===== config.mk =====
export PLATFORM = sky130hd
export DESIGN_NAME = crc16_frame_encoder_top
export DESIGN_NICKNAME = d
export VERILOG_FILES = /design/src/hw/rtl/cfe_pkg.sv /design/src/hw/rtl/cfe_front.sv /design/src/hw/rtl/cfe_fifo.sv /design/src/hw/rtl/cfe_back.sv /design/src/hw/rtl/crc16_frame_encoder_top.sv
export SDC_FILE = /design/constraint.sdc
export NUM_CORES = 1
export LEC_CHECK = 0
export BUFFER_PORTS_ARGS = -buffer_cell sky130_fd_sc_hd__buf_2
export CORE_MARGIN = 4
export CORE_UTILIZATION = 59
export CTS_CLUSTER_DIAMETER = 80
export CTS_CLUSTER_SIZE = 24
export DETAILED_ROUTE_END_ITERATION = 10
export GPL_ROUTABILITY_DRIVEN = 0
export PLACE_DENSITY = 0.81
export SLEW_MARGIN = 20
export SYNTH_ARGS = -nofsm -noshare
export SYNTH_HDL_FRONTEND = slang
export SYNTH_SLANG_ARGS = --single-unit

===== constraint.sdc =====
create_clock -name clk_i -period 5.58 [get_ports clk_i]
set_input_delay 0.279 -clock clk_i [delete_from_list [all_inputs] [get_ports clk_i]]
set_output_delay 0.279 -clock clk_i [all_outputs]
set_load 0.03 [all_outputs]

===== src/hw/rtl/cfe_pkg.sv =====
// Shared types, constants and the CRC byte update for the framed packet encoder.
package cfe_pkg;

  localparam int unsigned MaxPayload = 1024;
  localparam int unsigned FifoDepthDefault = 4;

  localparam logic [15:0] CrcPoly = 16'h1021;
  localparam logic [15:0] CrcInit = 16'hFFFF;

  localparam logic [1:0] StatusOk      = 2'd0;
  localparam logic [1:0] StatusTooLong = 2'd1;
  localparam logic [1:0] StatusNoFrame = 2'd2;

  typedef struct packed {
    logic        op;
    logic [7:0]  frame_type;
    logic [15:0] sequence_req;
    logic [15:0] payload_length;
    logic [7:0]  payload_byte;
  } in_item_t;

  typedef struct packed {
    logic [7:0] out_byte;
    logic       end_of_frame;
    logic [1:0] status;
  } out_item_t;

  typedef enum logic [1:0] {
    CMD_BEGIN,
    CMD_PAY,
    CMD_ERR
  } cmd_kind_e;

  // One classified item waiting for the byte sequencer.
  typedef struct packed {
    cmd_kind_e   kind;
    logic        last;     // frame closes after this item
    logic [1:0]  status;   // error code for CMD_ERR
    logic [7:0]  data;     // frame type, or the payload byte
    logic [15:0] seq;
    logic [15:0] len;
  } cmd_t;

  // CRC-16/CCITT-FALSE, one byte, MSB first.
  function automatic logic [15:0] crc_feed(input logic [15:0] crc_in, input logic [7:0] b);
    logic [15:0] c;
    c = crc_in ^ {b, 8'h00};
    for (int i = 0; i < 8; i++) begin
      if (c[15]) begin
        c = {c[14:0], 1'b0} ^ CrcPoly;
      end else begin
        c = {c[14:0], 1'b0};
      end
    end
    return c;
  endfunction

endpackage


===== src/hw/rtl/cfe_front.sv =====
// Front end: accepts input items, tracks frame state and classifies each item.
module cfe_front (
  input  logic             clk_i,
  input  logic             rst_ni,
  input  logic             accept_i,
  input  cfe_pkg::in_item_t item_i,
  output cfe_pkg::cmd_t    cmd_o
);

  logic        open_q, open_d;
  logic [15:0] remaining_q, remaining_d;

  always_comb begin
    open_d      = open_q;
    remaining_d = remaining_q;
    cmd_o.kind   = cfe_pkg::CMD_ERR;
    cmd_o.last   = 1'b0;
    cmd_o.status = cfe_pkg::StatusOk;
    cmd_o.data   = item_i.frame_type;
    cmd_o.seq    = item_i.sequence_req;
    cmd_o.len    = item_i.payload_length;

    if (!item_i.op) begin
      if (item_i.payload_length > 16'(cfe_pkg::MaxPayload)) begin
        cmd_o.status = cfe_pkg::StatusTooLong;
      end else begin
        cmd_o.kind = cfe_pkg::CMD_BEGIN;
        if (item_i.payload_length == 16'd0) begin
          cmd_o.last  = 1'b1;
          open_d      = 1'b0;
          remaining_d = 16'd0;
        end else begin
          open_d      = 1'b1;
          remaining_d = item_i.payload_length;
        end
      end
    end else begin
      cmd_o.data = item_i.payload_byte;
      if (!open_q || remaining_q == 16'd0) begin
        cmd_o.status = cfe_pkg::StatusNoFrame;
      end else begin
        cmd_o.kind  = cfe_pkg::CMD_PAY;
        remaining_d = remaining_q - 16'd1;
        if (remaining_q == 16'd1) begin
          cmd_o.last = 1'b1;
          open_d     = 1'b0;
        end
      end
    end
  end

  always_ff @(posedge clk_i or negedge rst_ni) begin
    if (!rst_ni) begin
      open_q      <= 1'b0;
      remaining_q <= 16'd0;
    end else if (accept_i) begin
      open_q      <= open_d;
      remaining_q <= remaining_d;
    end
  end

endmodule


===== src/hw/rtl/cfe_fifo.sv =====
// Short command queue between the front end and the byte sequencer.
module cfe_fifo #(
  parameter int unsigned Depth = cfe_pkg::FifoDepthDefault
) (
  input  logic          clk_i,
  input  logic          rst_ni,
  input  logic          push_i,
  input  cfe_pkg::cmd_t cmd_i,
  input  logic          pop_i,
  output cfe_pkg::cmd_t head_o,
  output logic          empty_o,
  output logic          full_o
);

  localparam int unsigned PtrW = (Depth > 1) ? $clog2(Depth) : 1;
  localparam int unsigned CntW = $clog2(Depth + 1);
  localparam logic [PtrW-1:0] LastPtr = PtrW'(Depth - 1);

  cfe_pkg::cmd_t   entries_q [Depth];
  logic [PtrW-1:0] wr_ptr_q, rd_ptr_q;
  logic [CntW-1:0] count_q;

  assign empty_o = (count_q == '0);
  assign full_o  = (count_q == CntW'(Depth));
  assign head_o  = entries_q[rd_ptr_q];

  always_ff @(posedge clk_i) begin
    if (push_i) begin
      entries_q[wr_ptr_q] <= cmd_i;
    end
  end

  always_ff @(posedge clk_i or negedge rst_ni) begin
    if (!rst_ni) begin
      wr_ptr_q <= '0;
      rd_ptr_q <= '0;
      count_q  <= '0;
    end else begin
      if (push_i) begin
        wr_ptr_q <= (wr_ptr_q == LastPtr) ? '0 : wr_ptr_q + 1'b1;
      end
      if (pop_i) begin
        rd_ptr_q <= (rd_ptr_q == LastPtr) ? '0 : rd_ptr_q + 1'b1;
      end
      if (push_i && !pop_i) begin
        count_q <= count_q + 1'b1;
      end else if (pop_i && !push_i) begin
        count_q <= count_q - 1'b1;
      end
    end
  end

endmodule


===== src/hw/rtl/cfe_back.sv =====
// Back end: expands queued commands into frame bytes, runs the CRC, holds the output.
module cfe_back (
  input  logic              clk_i,
  input  logic              rst_ni,
  input  logic [7:0]        start_byte_i,
  input  cfe_pkg::cmd_t     head_i,
  input  logic              empty_i,
  output logic              pop_o,
  output logic              out_valid_o,
  output cfe_pkg::out_item_t out_o,
  input  logic              out_stall_i
);

  logic [2:0]         step_q, step_d, last_step;
  logic [15:0]        crc_q, crc_d;
  logic               out_valid_q;
  cfe_pkg::out_item_t out_q, out_d;
  logic               emit;

  assign emit = !empty_i && (!out_valid_q || !out_stall_i);

  always_comb begin
    out_d.out_byte     = 8'h00;
    out_d.end_of_frame = 1'b0;
    out_d.status       = cfe_pkg::StatusOk;
    crc_d              = crc_q;
    last_step          = 3'd0;

    case (head_i.kind)
      cfe_pkg::CMD_BEGIN: begin
        last_step = head_i.last ? 3'd7 : 3'd5;
        case (step_q)
          3'd0: out_d.out_byte = start_byte_i;
          3'd1: out_d.out_byte = head_i.data;
          3'd2: out_d.out_byte = head_i.seq[7:0];
          3'd3: out_d.out_byte = head_i.seq[15:8];
          3'd4: out_d.out_byte = head_i.len[7:0];
          3'd5: out_d.out_byte = head_i.len[15:8];
          3'd6: out_d.out_byte = crc_q[7:0];
          default: begin
            out_d.out_byte     = crc_q[15:8];
            out_d.end_of_frame = 1'b1;
          end
        endcase
        // start byte reseeds, header bytes are covered, CRC high byte closes
        if (step_q == 3'd0 || step_q == 3'd7) begin
          crc_d = cfe_pkg::CrcInit;
        end else if (step_q != 3'd6) begin
          crc_d = cfe_pkg::crc_feed(crc_q, out_d.out_byte);
        end
      end
      cfe_pkg::CMD_PAY: begin
        last_step = head_i.last ? 3'd2 : 3'd0;
        case (step_q)
          3'd0: begin
            out_d.out_byte = head_i.data;
            crc_d          = cfe_pkg::crc_feed(crc_q, head_i.data);
          end
          3'd1: out_d.out_byte = crc_q[7:0];
          default: begin
            out_d.out_byte     = crc_q[15:8];
            out_d.end_of_frame = 1'b1;
            crc_d              = cfe_pkg::CrcInit;
          end
        endcase
      end
      default: begin
        out_d.end_of_frame = 1'b1;
        out_d.status       = head_i.status;
      end
    endcase
  end

  assign pop_o  = emit && (step_q == last_step);
  assign step_d = pop_o ? 3'd0 : step_q + 3'd1;

  always_ff @(posedge clk_i or negedge rst_ni) begin
    if (!rst_ni) begin
      step_q      <= 3'd0;
      crc_q       <= cfe_pkg::CrcInit;
      out_valid_q <= 1'b0;
    end else begin
      if (emit) begin
        step_q <= step_d;
        crc_q  <= crc_d;
      end
      if (emit) begin
        out_valid_q <= 1'b1;
      end else if (!out_stall_i) begin
        out_valid_q <= 1'b0;
      end
    end
  end

  always_ff @(posedge clk_i) begin
    if (emit) begin
      out_q <= out_d;
    end
  end

  assign out_valid_o = out_valid_q;
  assign out_o       = out_q;

endmodule


===== src/hw/rtl/crc16_frame_encoder_top.sv =====
// Framed packet encoder with CRC-16/CCITT-FALSE trailer: top level.
//
// Input channel (in_valid_i / in_i / in_stall_o): a begin item (op 0) yields the
// start byte, type, sequence low/high and length low/high, plus the two CRC bytes
// when the length is zero. A payload item (op 1) yields its byte, plus the CRC
// low and high bytes when it is the last one. Errors yield one zero byte with
// end_of_frame set and a status code.
// Output channel (out_valid_o / out_o / out_stall_i): one byte per cycle unless stalled.
// Config channel (cfg_valid_i / cfg_ready_o / cfg_data_i): start byte value,
// always ready; write it only while the block is idle.
// With the queue empty, an accepted item is written into the command queue and
// its first output byte is then registered in the output register for out_o.
// Bytes: the sequencer emits one per cycle while fed and not stalled; a payload
// item gives one, a begin six (eight with zero length), a closing payload three.
// The command queue (FifoDepth entries) absorbs header and trailer bursts;
// in_stall_o rises only when that queue is full.
// When out_stall_i is high with an item shown, the output register holds it and
// the sequencer waits; the front keeps accepting until the queue fills.
// Reset: no frame open, CRC seeded with all ones, start byte zero, queue empty.
module crc16_frame_encoder_top #(
  parameter int unsigned FifoDepth = cfe_pkg::FifoDepthDefault
) (
  input  logic               clk_i,
  input  logic               rst_ni,
  input  logic               in_valid_i,
  input  cfe_pkg::in_item_t  in_i,
  output logic               in_stall_o,
  output logic               out_valid_o,
  output cfe_pkg::out_item_t out_o,
  input  logic               out_stall_i,
  input  logic               cfg_valid_i,
  output logic               cfg_ready_o,
  input  logic [7:0]         cfg_data_i
);

  logic          cfg_we;
  logic [7:0]    start_q;
  logic          accept, full, empty, pop;
  cfe_pkg::cmd_t cmd, head;

  assign cfg_ready_o = 1'b1;
  assign cfg_we      = cfg_valid_i && cfg_ready_o;

  always_ff @(posedge clk_i or negedge rst_ni) begin
    if (!rst_ni) begin
      start_q <= 8'h00;
    end else if (cfg_we) begin
      start_q <= cfg_data_i;
    end
  end

  assign in_stall_o = full;
  assign accept     = in_valid_i && !full;

  cfe_front u_front (
    .clk_i    (clk_i),
    .rst_ni   (rst_ni),
    .accept_i (accept),
    .item_i   (in_i),
    .cmd_o    (cmd)
  );

  cfe_fifo #(
    .Depth (FifoDepth)
  ) u_fifo (
    .clk_i   (clk_i),
    .rst_ni  (rst_ni),
    .push_i  (accept),
    .cmd_i   (cmd),
    .pop_i   (pop),
    .head_o  (head),
    .empty_o (empty),
    .full_o  (full)
  );

  cfe_back u_back (
    .clk_i        (clk_i),
    .rst_ni       (rst_ni),
    .start_byte_i (start_q),
    .head_i       (head),
    .empty_i      (empty),
    .pop_o        (pop),
    .out_valid_o  (out_valid_o),
    .out_o        (out_o),
    .out_stall_i  (out_stall_i)
  );

endmodule


## Yosys cells after proc, flatten, opt, wreduce, memory -nomap -nowiden

Memories as Yosys holds them, arrays and structs flattened.
Index checks and enable logic that the tools add are counted.

- Bits in registers: 63
- Bits in writable memories: 180
- Memories kept: 1
- Input bits: 62
- Logic and storage cells: 177

Memories:

| name | words | bits a word | read ports | clocked after memory_dff | write ports | RTL line | source |
|---|---|---|---|---|---|---|---|
| u_fifo.entries_q | 4 | 45 | 1 | 0 | 1 | cfe_fifo.sv:19 | `cfe_pkg::cmd_t entries_q [Depth];` |

- Mux-type cells: 91
- Bitwise operators: 18
- Reduce and logical (&&, ||, !) cells: 28
- $add $sub $neg: 6
- Equal/unequal tests: 20
- $lt $le $gt $ge: 1

Operators by type and width:

| operator | count |
|---|---|
| 2-to-1 mux 16 bit | 41 |
| 2-to-1 mux 13 bit | 16 |
| one-hot mux 16 bit (2 select lines) | 2 |
| one-hot mux 8 bit (7 select lines) | 1 |
| NOT 3 bit | 16 |
| logical NOT 16 bit | 2 |
| one-hot mux 8 bit (2 select lines) | 2 |
| XOR 16 bit | 2 |
| equality test 16 x 1 -> 1 bit (second input constant) | 1 |
| greater-than comparator 16 x 11 -> 1 bit (second input constant) | 1 |
| 2-to-1 mux 8 bit | 2 |
| subtractor 16 x 1 -> 16 bit (second input constant) | 1 |
| equality test 3 bit (second input constant) | 5 |
| 2-to-1 mux 3 bit | 5 |
| 2-to-1 mux 1 bit | 14 |
| 2-to-1 mux 2 bit | 5 |
| AND reduction 4 bit | 2 |
| logical NOT 1 bit | 7 |
| OR reduction 7 bit | 1 |
| adder 3 x 1 -> 3 bit (second input constant) | 2 |
| equality test 3 x 2 -> 1 bit (second input constant) | 2 |
| logical NOT 3 bit | 2 |
| != test 2 bit (second input constant) | 3 |
| one-hot mux 3 bit (2 select lines) | 1 |
| other kinds (17) | 28 |

## Longest topological paths before layout

Gate-level depths: netlist (run 1).

- Depth in word-level cells: 44
- Gate-level depth with buffers: 14

## Cells and area by module

Synthesis (run 1) repeated with hierarchy kept, for this count alone.

- Cell total of the unflattened synthesis: 809
- Area total of the unflattened synthesis: 11,766.3 µm²

By module, submodules not included:

| module | sequential area each (µm²) | instances | area an instance (µm²) | cells each |
|---|---|---|---|---|
| cfe_fifo | 5,580.4 | 1 | 6,907.9 | 272 |
| cfe_back | 850.8 | 1 | 2,846.5 | 321 |
| cfe_front | 425.4 | 1 | 1,662.8 | 196 |
| crc16_frame_encoder_top | 200.2 | 1 | 349.1 | 20 |

## Worst setup path after synthesis (run 1)

Ideal clock, no wire load.

- Path kind: register -> register
- Start: reg u_fifo.rd_ptr_q[1]
- End: reg u_fifo.count_q[1]
- Setup slack: 2.694 ns
- Path buffers: 3
- Library setup time: 0.125 ns
- Stages on the path, launching flop included: 13
- Data arrival time: 2.761 ns
- Cells stage by stage: dfrtp_1 -> buf_2 -> buf_2 -> buf_2 -> mux4_2 -> nor2b_1 -> xnor2_1 -> a21oi_1 -> nand2_1 -> ha_1 -> inv_1 -> fa_1 -> mux2_2

- Longest elaborated chain between the ends: 8
- Elaborated cells on any way between the ends: 13
- Classes of those cells: 2 x eq/ne; 4 x mux; 6 x reduce/logical; 1 x memory

Ends and longest elaborated chain:

| element | RTL line | source |
|---|---|---|
| from (decl) | cfe_fifo.sv:20 | `logic [PtrW-1:0] wr_ptr_q, rd_ptr_q;` |
| from (signal assigned) | cfe_fifo.sv:43 | `rd_ptr_q <= (rd_ptr_q == LastPtr) ? '0 : rd_ptr_q + 1'b1;` |
| memory read (4 x 45 bit) * | n/a |  |
| equality test 2 x 1 -> 1 bit, or another cell as far along | cfe_back.sv:29 | `case (head_i.kind)` |
| one-hot mux 3 bit (2 select lines) * | cfe_back.sv:29 |  |
| equality test 3 bit * | cfe_back.sv:74 | `assign pop_o = emit && (step_q == last_step);` |
| logical AND 1 bit * | cfe_back.sv:74 |  |
| logical NOT 1 bit | cfe_fifo.sv:45 | `if (push_i && !pop_i) begin` |
| logical AND 1 bit | cfe_fifo.sv:45 |  |
| 2-to-1 mux 3 bit / nonzero test 2 bit (equally long branches) | n/a |  |
| to (signal assigned) | cfe_fifo.sv:46 | `count_q <= count_q + 1'b1;` |
| to (signal assigned) | cfe_fifo.sv:48 | `count_q <= count_q - 1'b1;` |
| to (decl) | cfe_fifo.sv:21 | `logic [CntW-1:0] count_q;` |

Mark *: on every way between the ends. The rest lies on a longest branch, timed or not.
A chain may end at the register's enable or synchronous reset.

## Worst setup path in the final report (run 1)

- Start: reg u_back.step_q[2]
- End: reg u_back.crc_q[15]

- Longest elaborated chain between the ends: 31
- Elaborated cells on any way between the ends: 44
- Classes of those cells: 10 x eq/ne; 29 x mux; 2 x bitwise; 3 x reduce/logical

Ends and longest elaborated chain:

| element | RTL line | source |
|---|---|---|
| from (decl) | cfe_back.sv:14 | `logic [2:0] step_q, step_d, last_step;` |
| from (signal assigned) | cfe_back.sv:84 | `step_q <= step_d;` |
| equality test 3 bit, or another cell as far along | cfe_back.sv:32 | `case (step_q)` |
| one-hot mux 8 bit (7 select lines) | cfe_back.sv:32 |  |
| 2-to-1 mux 8 bit | cfe_back.sv:29 |  |
| XOR 16 bit | cfe_pkg.sv:47 | `c = crc_in ^ {b, 8'h00};` |
| NOT 3 bit (no line) | n/a |  |
| 2-to-1 mux 13 bit | cfe_pkg.sv:49 | `if (c[15]) begin` |
| 2-to-1 mux 16 bit | cfe_back.sv:48 | `end else if (step_q != 3'd6) begin` |
| 2-to-1 mux 16 bit | cfe_back.sv:46 | `if (step_q == 3'd0 \|\| step_q == 3'd7) begin` |
| [... 15 more ...] | n/a |  |
| 2-to-1 mux 16 bit | cfe_back.sv:46 |  |
| 2-to-1 mux 16 bit | cfe_back.sv:29 |  |
| 2-to-1 mux 16 bit | cfe_back.sv:48 |  |
| 2-to-1 mux 16 bit | cfe_back.sv:46 |  |
| 2-to-1 mux 16 bit | cfe_back.sv:29 |  |
| 2-to-1 mux 16 bit | cfe_back.sv:48 |  |
| 2-to-1 mux 16 bit | cfe_back.sv:46 |  |
| one-hot mux 16 bit (2 select lines) | cfe_back.sv:29 |  |
| to (signal assigned) | cfe_back.sv:80 | `crc_q <= cfe_pkg::CrcInit;` |
| to (signal assigned) | cfe_back.sv:85 | `crc_q <= crc_d;` |
| to (decl) | cfe_back.sv:15 | `logic [15:0] crc_q, crc_d;` |

Parallel ways exist; a longest one is shown, timed or not. The select of a mux whose other input is x is not followed.

==> results of run 1 <==
[metrics by stage]
stage | cells | instance area, µm² | setup slack, ns | power [mW] | hold slack [ns]
floorplan | 749 | 11100 | 2.69 | 5.26 | -0.0166
global placement | 1020 | 11600 | 2.09 | 5.88 | 0.436
detailed placement | 1020 | 11600 | 2.04 | 6.02 | 0.449
CTS | 1057 | 12100 | 2.03 | 7.09 | 0.00202
global route | 1057 | 12100 | 1.70 | 7.48 | 0.00161
finish | 1057 | 12100 | 1.97 | 7.10 | 0.0157
[kinds of logic after synthesis]
logic type / count (synthesis) / synth area share, %
buffers and inverters: 53 / 2.34
XOR/XNOR: 37 / 3.00
other: 1 / 0.0339
AND/OR/NAND/NOR: 154 / 7.22
multiplexers: 89 / 12.1
flip-flops: 243 / 63.7
adder cells (fa/ha/maj): 15 / 1.76
AO/OA/AOI/OAI: 157 / 9.76
[synthesized netlist by cell type (7+ instances only)]
cell	instances	area, µm²
a311oi_1	8	70.1
a221oi_1	7	61.3
or3_1	10	62.6
mux2_2	20	225
dfrtp_1	36	901
ha_1	14	175
and2_1	10	62.6
edfxtp_1	191	5740
nor3_1	11	55.1
a22oi_1	15	113
xnor2_1	23	201
nand3_1	16	80.1
a21oi_1	42	210
nand2b_1	11	68.8
clkbuf_1	16	60.1
o22ai_1	12	75.1
mux4_2	26	586
inv_1	12	45.0
buf_2	14	70.1
o21ai_0	23	115
or4_1	8	60.1
nand2_1	36	135
mux2i_1	36	360
nor2_1	27	101
dfstp_2	16	420
xor2_1	13	114
[placed cells by master, fill, tap and decap left out, types with 4 or more instances in the layout]
master         synthesis  layout
nor3_1                11      11
and2_1                10       6
buf_4                  5       9
nand4_1                5       5
clkbuf_16              0      14
nor2_1                27      27
o41ai_1                4       4
ha_1                  14      14
a221oi_1               7       7
nand2b_1              11      11
a311oi_1               8       8
dlygate4sd3_1          0      13
a22oi_1               15      15
buf_2                 14      74
o22ai_1               12      12
edfxtp_1             191     191
a221o_1                6       6
mux2_2                20      20
a21o_1                 6       6
nor2b_1                5       5
and2_2                 0       4
mux2i_1               36      36
o21ai_0               23      23
o211ai_1               4       4
or4_1                  8       8
dfrtp_1               36      34
or3_1                 10      10
dfstp_2               16      16
xor2_1                13      13
mux4_2                26      26
nand2_1               36      36
nand3_1               16      16
inv_1                 12      12
clkbuf_1              16       6
a21oi_1               42      42
mux4_1                 4       4
xnor2_1               23      23
[what timing repair did]
item                                    in CTS  in global routing
endpoints found under the setup margin       0                  0
hold buffers                                13                  0
hold endpoints to repair                    76                  0
resized for setup                            0                  0
[metal layers]
metal	up-vias	GRT usage [%]	part of all wire (%)
li1	3085	-	-
met1	3459	32.7	40
met2	385	37.6	49
met3	64	3.34	8.3
met4	0	5.61	2.6
met5	-	0	0
[worst max-delay path: cells and delay by family, from the launching register on]
family / cells / cell delay (ns)
adders and majority gates: 1 / 0.41
muxes: 1 / 0.33
buffers and inverters: 1 / 0.18
AOI/OAI and AO/OA: 3 / 0.44
xor gates and xnor gates: 2 / 0.41
and+or+nand+nor: 2 / 1.08
DFF: 1 / 0.66
[layout make-up]
class	count	area, µm²
multi-input combinational	453	3770
clock inverter	4	43.8
timing repair buffer	96	568
sequential	243	7060
tap	229	287
clock buffer	20	373
inverter	12	45.0
fill	1203	6060
[registers in the layout, summed over array words and instances (netlist names)]
name                 cells
u_back.crc_q            16
u_fifo.rd_ptr_q          2
u_back.out_valid_o       1
u_back.step_q            3
u_back.out_o            11
u_front.remaining_q     16
start_q                  8
u_fifo.entries_q       180
u_front.open_q           1
u_fifo.wr_ptr_q          2
u_fifo.count_q           3
[how the worst max path moves through the flow]
stage                             end  slack (ns)  cells after the start
3_5_place_dp        u_fifo.count_q[1]        2.04                      9
6_report             u_back.crc_q[15]        1.97                     10
2_1_floorplan       u_fifo.count_q[1]        2.69                     12
5_1_grt        u_front.remaining_q[3]        1.70                      8
3_3_place_gp        u_fifo.count_q[1]        2.09                      9
4_1_cts             u_fifo.count_q[1]        2.03                      9
[power by group]
part / switching, mW / internal [mW] / total (mW)
clock network: 0.567 / 0.485 / 1.05
logic: 1.84 / 1.31 / 3.14
registers: 0.389 / 2.51 / 2.90
total: 2.79 / 4.31 / 7.10
==> results_dict.tcl, run 1 <==
set metrics [dict create \
    status "finished clean" \
    r2r_slack_ns 1.97 \
    fin_skew_ns 0.0189 \
    ir_drop_mv 0.355 \
    die-height_um 145 \
    grt_max_degree 53 \
    hold_class "in2reg" \
    drc_errors 0 \
    netlist_instances 749 \
    first_global_vias 6932 \
    tightest_slew_ns 1.11 \
    cts_tree "done" \
    antenna_found_initial 0 \
    clk_pin_slew_worst_paths_ns 0.09 \
    ios 76 \
    synth_ff_type "edfxtp_1" \
    timing.rr.end "u_back.crc_q[15]" \
    num_vias 6993 \
    postSynthNetCount 826 \
    arrival_ns 4.00 \
    finalCritPeriodShare_pct 64.7 \
    cp-end-kind "register" \
    numCtsBuffers 14 \
    finalHoldViolations 0 \
    rows 49 \
    setup_violations 0 \
    clockBufferDepth 3 \
    dr.pass1.iters 6 \
    critical_path_class "reg2reg" \
    worstPathRequired_ns 5.97 \
    drive_gt1_share_pct 21.9 \
    die_w_um 145 \
    maxSlewViolCount 0 \
    wl_um 24500 \
    final_net_count 897 \
    leakagePower_nw 4.26 \
    r2r_start "u_back.step_q[2]" \
    ant_nets 0 \
    drv_cap 0 \
    area_growth_pct 9.70 \
    ys_seq_area_share_pct 63.7 \
    powerDensity_nw_per_um2 585 \
    path_max_fanout 24 \
    cp-start-kind "register" \
    setup_tns_ns 0 \
    yosysWarnings 0 \
    cp_slowest_cell "nor4_4" \
    die_area_um2 21000 \
    placement.io_buffers 74 \
    final_util_pct 66.7 \
    min_period_ns 3.61 \
    insertion_delay_ns 0.49 \
    crit_start "u_back.step_q[2]" \
    clock-sinks 243 \
    fmax_ghz 0.277 \
    rsz0062_at_grt "no" \
    gr-total-overflow 0 \
    worstHoldPathCells 1 \
    h-tree-depth 1 \
    post_drt_via_cell_ratio 6.62 \
    coreArea_um2 18200 \
    start_util_pct 60.8 \
    cp_slowest_stage_delay_ns 0.90 \
    clockRootBuffer "clkbuf_16" \
    drt-initial-drc-count 921 \
    num_antenna_cells 0 \
    syn_area_um2 11100 \
    maxSlewHeadroom_pct 25.8 \
    synth_cell_type_count 69 \
    r2r_cells 10 \
    min_from "in_i[29]" \
    ys_ff_latch 243 \
    async_flop_share_pct 21.4 \
    grt_pass1_wl_um 38700 \
    hpwlAfterDp_um 16500 \
    wire_per_inst_um 23.1 \
    syn_avg_cell_area_um2 14.8 \
    worstHoldEndpoint "u_fifo.entries_q[2][21]" \
    postCtsSetupBuffers 0 \
    path_cells "inv_1, ha_1, nor4_4, a221o_1, a211oi_2, nand3_2, mux2i_4, xor2_2, xnor2_1, a21oi_1" \
    grt_use_total_pct 22.8 \
    synth_edf_count 191 \
]
(Power assumes the default switching activity.)
==> run 2: changes to the inputs <==
--- a/config.mk
+++ b/config.mk
@@ -7,12 +7,12 @@
 export LEC_CHECK = 0
 export BUFFER_PORTS_ARGS = -buffer_cell sky130_fd_sc_hd__buf_2
 export CORE_MARGIN = 4
-export CORE_UTILIZATION = 59
+export CORE_UTILIZATION = 55
 export CTS_CLUSTER_DIAMETER = 80
 export CTS_CLUSTER_SIZE = 24
 export DETAILED_ROUTE_END_ITERATION = 10
 export GPL_ROUTABILITY_DRIVEN = 0
-export PLACE_DENSITY = 0.81
+export PLACE_DENSITY = 0.79
 export SLEW_MARGIN = 20
 export SYNTH_ARGS = -nofsm -noshare
 export SYNTH_HDL_FRONTEND = slang
==> constraint.sdc (replaced) <==
create_clock -name clk_i -period 2.96 [get_ports clk_i]
set_input_delay 0.148 -clock clk_i [delete_from_list [all_inputs] [get_ports clk_i]]
set_output_delay 0.148 -clock clk_i [all_outputs]
set_load 0.03 [all_outputs]
==> results_dict.tcl, run 2 (synthesized netlist as in run 1, its figures left out) <==
set metrics [dict create \
    start_util_pct 56.3 \
    clock_power_share_pct 14.7 \
    placement.io_buffers 74 \
    num_vias 7217 \
    setup_tns_ns 0 \
    h-tree-depth 1 \
    dr.pass1.iters 8 \
    hold_class "in2reg" \
    drive_gt1_share_pct 25.7 \
    grt_max_degree 46 \
    cts_tree "done" \
    r2r_cells 9 \
    clock-sinks 243 \
    crit_family "simple AND/OR/NAND/NOR gates" \
    post_dp_cell_area_um2 12000 \
    cp_slowest_stage_delay_ns 0.56 \
    first_global_vias 7200 \
    powerDensity_nw_per_um2 1100 \
    die_w_um 150 \
    final_cell_mix "edfxtp_1, buf_2, dlygate4sd3_1" \
    status "finished clean" \
    seqPwrFrac_pct 36.9 \
    grt_use_total_pct 23.2 \
    power.switching_mw 5.52 \
    worstHoldEndpoint "u_fifo.entries_q[1][35]" \
    path_max_fanout 8 \
    die_area_um2 22500 \
    clk_pin_slew_worst_paths_ns 0.09 \
    dp_slack_ns 0.140 \
    cp-end-kind "register" \
    gr-total-overflow 0 \
    ir_drop_mv 0.677 \
    fmax_ghz 0.356 \
    antenna_found_initial 0 \
    setup_violations 0 \
    max_flop_register "u_fifo.entries_q" \
    drc_errors 0 \
    drt-initial-drc-count 645 \
    final_net_count 969 \
    hpwlAfterDp_um 17000 \
    post_drt_via_cell_ratio 6.19 \
    insertion_delay_ns 0.50 \
    worstHoldPathCells 2 \
    maxSlewViolCount 0 \
    top_regs "u_fifo.entries_q x180, u_back.crc_q x16, u_front.remaining_q x16" \
    leakagePower_nw 4.65 \
    rows 51 \
    combPwrFrac_pct 48.4 \
    maxSlewHeadroom_pct 45.8 \
    die-height_um 150 \
    coreArea_um2 19700 \
    layout.cells.non_filler 1166 \
    worstPathRequired_ns 3.33 \
    sw_frac_of_total_pct 38.5 \
    cp-start-kind "input pin" \
    r2r_start "u_fifo.rd_ptr_q[0]" \
    path_buf_inv 3 \
    tightest_slew_ns 0.810 \
    finalHoldViolations 0 \
    critPathMostFrequentCell "a21oi_1" \
    numCtsBuffers 15 \
    largest_reg_flops 180 \
    ant_nets 0 \
    arrival_ns 3.18 \
    min_period_ns 2.81 \
    wl_um 25600 \
    r2r_slack_ns 0.16 \
    min_from "in_i[3]" \
    drv_cap 0 \
    fin_skew_ns 0.0203 \
    path_cells "dlygate4sd3_1, buf_2, or4_1, o41ai_1, a21oi_1, or2_1, nor2_1, buf_4, nand3_1, o21ai_0, a21oi_1" \
    ios 76 \
    dpl.cell_count 1092 \
    clockBufferDepth 3 \
    internal_power_mw 8.81 \
    clockRootBuffer "clkbuf_16" \
    grt_pass1_wl_um 40300 \
    area_growth_pct 17.5 \
    wire_per_inst_um 21.9 \
    num_antenna_cells 0 \
    final_common_cell "edfxtp_1" \
    timing.rr.end "u_back.crc_q[15]" \
    fin_area_um2 13000 \
    timing.hold.ws_ns 0.00993 \
    critical_path_class "in2reg" \
    finalCritPeriodShare_pct 94.8 \
    fin_ws_ns 0.153 \
    cp_slowest_cell "dlygate4sd3_1" \
]
run 2: cell types whose count changed in the layout (fill, tap and decap cells not counted), sizes merged:
cell         before  now
buf              83  122
dlygate4sd3      13   45
clkinv            1    3
run 2: routing by layer:
layer / vias to the layer above / GRT usage (%) / wire length [µm]
met2: 347 / 38.2 / 12600
li1: 3228 / - / -
met3: 47 / 3.51 / 2000
met4: 0 / 6.22 / 705
met1: 3595 / 32.6 / 10300
met5: - / 0 / 0
run 2: per-stage QoR:
step                util (%)  total power, mW
detailed placement      61.2             12.0
floorplan                  -             9.92
global route            66.2             15.1
finish                  66.2             14.3
CTS                     65.9             14.2
global placement        61.2             11.9
run 2: repair_timing:
| item | CTS | global route |
|---|---|---|
| buffers inserted | 0 | 3 |
| hold buffers | 45 | 0 |
| endpoints found under the setup margin | 0 | 13 |
| hold endpoints to repair | 188 | 0 |
| gates resized for setup | 0 | 12 |
run 2: worst max path at each step:
stage	from	to	slack, ns	depth (start not counted)
after floorplan	u_fifo.rd_ptr_q[1]	u_fifo.count_q[1]	0.07	12
after global placement	u_fifo.rd_ptr_q[1]	u_back.crc_q[9]	0.18	10
after detailed placement	u_fifo.rd_ptr_q[1]	u_back.crc_q[9]	0.14	10
after CTS	u_back.step_q[0]	u_back.crc_q[9]	0.11	12
after global routing	u_fifo.rd_ptr_q[0]	u_back.crc_q[8]	-0.004	9
final	in_i[15]	u_front.remaining_q[10]	0.15	11
run 2: worst register-to-register path, stage by stage, from the launching register on:
cell and delay (ns):
dfrtp_2 0.45, buf_4 0.15, buf_4 0.24, mux4_2 0.55, a32oi_1 0.35, nand3_2 0.18
mux2i_4 0.28, xor2_2 0.23, xnor2_1 0.10, a21oi_1 0.17
run 2: area by class of cell:
type	count	area [µm²]
inverter	12	45.0
fill	1347	6650
sequential	243	7060
tap	265	332
timing repair buffer	167	1310
multi-input combinational	453	3800
clock inverter	6	66.3
clock buffer	20	394
run 2: power by group through the flow:
stage          Clock [mW]  Sequential (mW)  Combinational (mW)
2_1_floorplan           0             5.32                4.61
3_3_place_gp            0             5.31                6.54
3_5_place_dp            0             5.34                6.69
4_1_cts              2.15             5.28                6.77
5_1_grt              2.30             5.36                7.49
6_report             2.11             5.29                6.93
==> run 3: changes to the inputs <==
--- a/config.mk
+++ b/config.mk
@@ -12,7 +12,7 @@
 export CTS_CLUSTER_SIZE = 24
 export DETAILED_ROUTE_END_ITERATION = 10
 export GPL_ROUTABILITY_DRIVEN = 0
-export PLACE_DENSITY = 0.79
+export PLACE_DENSITY = 0.8
 export SLEW_MARGIN = 20
 export SYNTH_ARGS = -nofsm -noshare
 export SYNTH_HDL_FRONTEND = slang
==> results_dict.tcl, run 3 (synthesized netlist as in run 1, its figures left out) <==
set metrics [dict create \
    path_max_fanout 17 \
    cp_slowest_stage_delay_ns 0.55 \
    critical_path_class "reg2reg" \
    ios 76 \
    fmax_ghz 0.350 \
    cp_slowest_cell "mux4_2" \
    ant_nets 0 \
    die_area_um2 22500 \
    area_growth_pct 18.3 \
    die-height_um 150 \
    hpwlAfterDp_um 17000 \
    clockBufferDepth 3 \
    drc_errors 0 \
    dr.pass1.iters 5 \
    wire_per_inst_um 22.1 \
    setup_violations 0 \
    worstPathRequired_ns 3.37 \
    maxSlewHeadroom_pct 48.2 \
    drt-initial-drc-count 686 \
    clock_power_share_pct 15.3 \
    coreArea_um2 19700 \
    fin_area_um2 13100 \
    clockRootBuffer "clkbuf_16" \
    maxSlewViolCount 0 \
    post_dp_cell_area_um2 12100 \
    clk_pin_slew_worst_paths_ns 0.09 \
    crit_family "multiplexers" \
    critPathMostFrequentCell "buf_4" \
    sw_frac_of_total_pct 38.0 \
    post_drt_via_cell_ratio 6.14 \
    fin_skew_ns 0.0195 \
    num_antenna_cells 0 \
    clock-sinks 243 \
    final_common_cell "edfxtp_1" \
    top_regs "u_fifo.entries_q x180, u_back.crc_q x16, u_front.remaining_q x16" \
    die_w_um 150 \
    h-tree-depth 1 \
    start_util_pct 56.3 \
    cp-start-kind "register" \
    drv_cap 0 \
    placement.io_buffers 74 \
    final_cell_mix "edfxtp_1, buf_2, buf_4" \
    numCtsBuffers 15 \
    hold_class "in2reg" \
    min_period_ns 2.86 \
    gr-total-overflow 0 \
    grt_max_degree 46 \
    finalCritPeriodShare_pct 96.5 \
    ir_drop_mv 0.649 \
    cts_tree "done" \
    cp-end-kind "register" \
    grt_pass1_wl_um 39900 \
    arrival_ns 3.27 \
    finalPower_mw 14.6 \
    power.switching_mw 5.56 \
    path_buf_inv 3 \
    insertion_delay_ns 0.49 \
    r2r_cells 10 \
    wl_um 25800 \
    rows 51 \
    internal_power_mw 9.06 \
    worstHoldPathCells 2 \
    leakagePower_nw 4.71 \
    powerDensity_nw_per_um2 1120 \
    final_net_count 973 \
    grt_use_total_pct 23.2 \
    max_flop_register "u_fifo.entries_q" \
    finalHoldViolations 0 \
    tightest_slew_ns 0.774 \
    largest_reg_flops 180 \
    seqPwrFrac_pct 36.2 \
    drive_gt1_share_pct 27.1 \
    path_cells "buf_12, buf_4, mux4_2, a32oi_2, nand3_2, mux2i_4, buf_4, xor2_1, nand2_1, o211ai_1" \
    num_vias 7167 \
    antenna_found_initial 0 \
    first_global_vias 7085 \
    combPwrFrac_pct 48.5 \
    status "finished clean" \
    cp.depth 10 \
]
## run 3: path summary, 6_finish.rpt
check / from / slack (ns) / to
setup / recovery: u_fifo.rd_ptr_q[0] / 0.10 / u_back.crc_q[12]
hold / removal: in_i[46] / 0.03 / u_fifo.entries_q[2][38]
setup reg to reg: u_fifo.rd_ptr_q[0] / 0.10 / u_back.crc_q[12]
hold reg to reg: u_fifo.count_q[2] / 0.49 / u_fifo.count_q[2]
max in group asynchronous: rst_ni / 2.11 / u_back.crc_q[15]
min in group asynchronous: rst_ni / 0.16 / start_q[1]
## run 3: layout make-up
cell class                      count  area [µm²]
Clock inverter                      7         110
Timing Repair Buffer              171        1330
Multi-Input combinational cell    453        3830
Clock buffer                       17         383
Inverter                           12        45.0
Tap cell                          265         332
Fill cell                        1366        6560
Sequential cell                   243        7060
## run 3: power by group through the flow
stage | Sequential, mW | Combinational, mW | Clock, mW
2_1_floorplan | 5.32 | 4.61 | 0
3_3_place_gp | 5.29 | 6.60 | 0
3_5_place_dp | 5.33 | 6.71 | 0
5_1_grt | 5.37 | 7.62 | 2.42
6_report | 5.29 | 7.09 | 2.24
4_1_cts | 5.26 | 6.78 | 2.28
## run 3: worst register-to-register path, cell delays in order, from the launching register on
cell and delay, ns:
dfrtp_2 0.47, buf_12 0.20, buf_4 0.22, mux4_2 0.55
a32oi_2 0.33, nand3_2 0.16, mux2i_4 0.29, buf_4 0.16
xor2_1 0.17, nand2_1 0.07, o211ai_1 0.17
## run 3: per-stage QoR
step / setup WS, ns / utilization, % / setup TNS (ns) / hold slack [ns] / cells
2_1_floorplan: 0.0742 / - / 0 / -0.148 / 749
3_3_place_gp: 0.0724 / 61.4 / 0 / 0.137 / 1095
3_5_place_dp: 0.0144 / 61.4 / 0 / 0.135 / 1095
4_1_cts: 0.00736 / 66.0 / 0 / 0.0281 / 1161
5_1_grt: -0.0187 / 66.6 / -0.0214 / 0.0354 / 1168
6_report: 0.105 / 66.6 / 0 / 0.0345 / 1168
## run 3: metal layers
metal  GRT usage, %  vias up  routed length (µm)
met5              0        -                   0
met4           6.45        0                 601
met3           3.63       51                2080
met2           37.8      342               12500
met1           32.7     3537               10600
li1               -     3237                   -
## run 3: timing repair
item,4_1_cts,5_1_grt
hold endpoints to repair,157,0
pin swaps,0,6
hold buffers,42,0
setup buffers,0,7
endpoints found under the setup margin,4,26
resized for setup,1,16
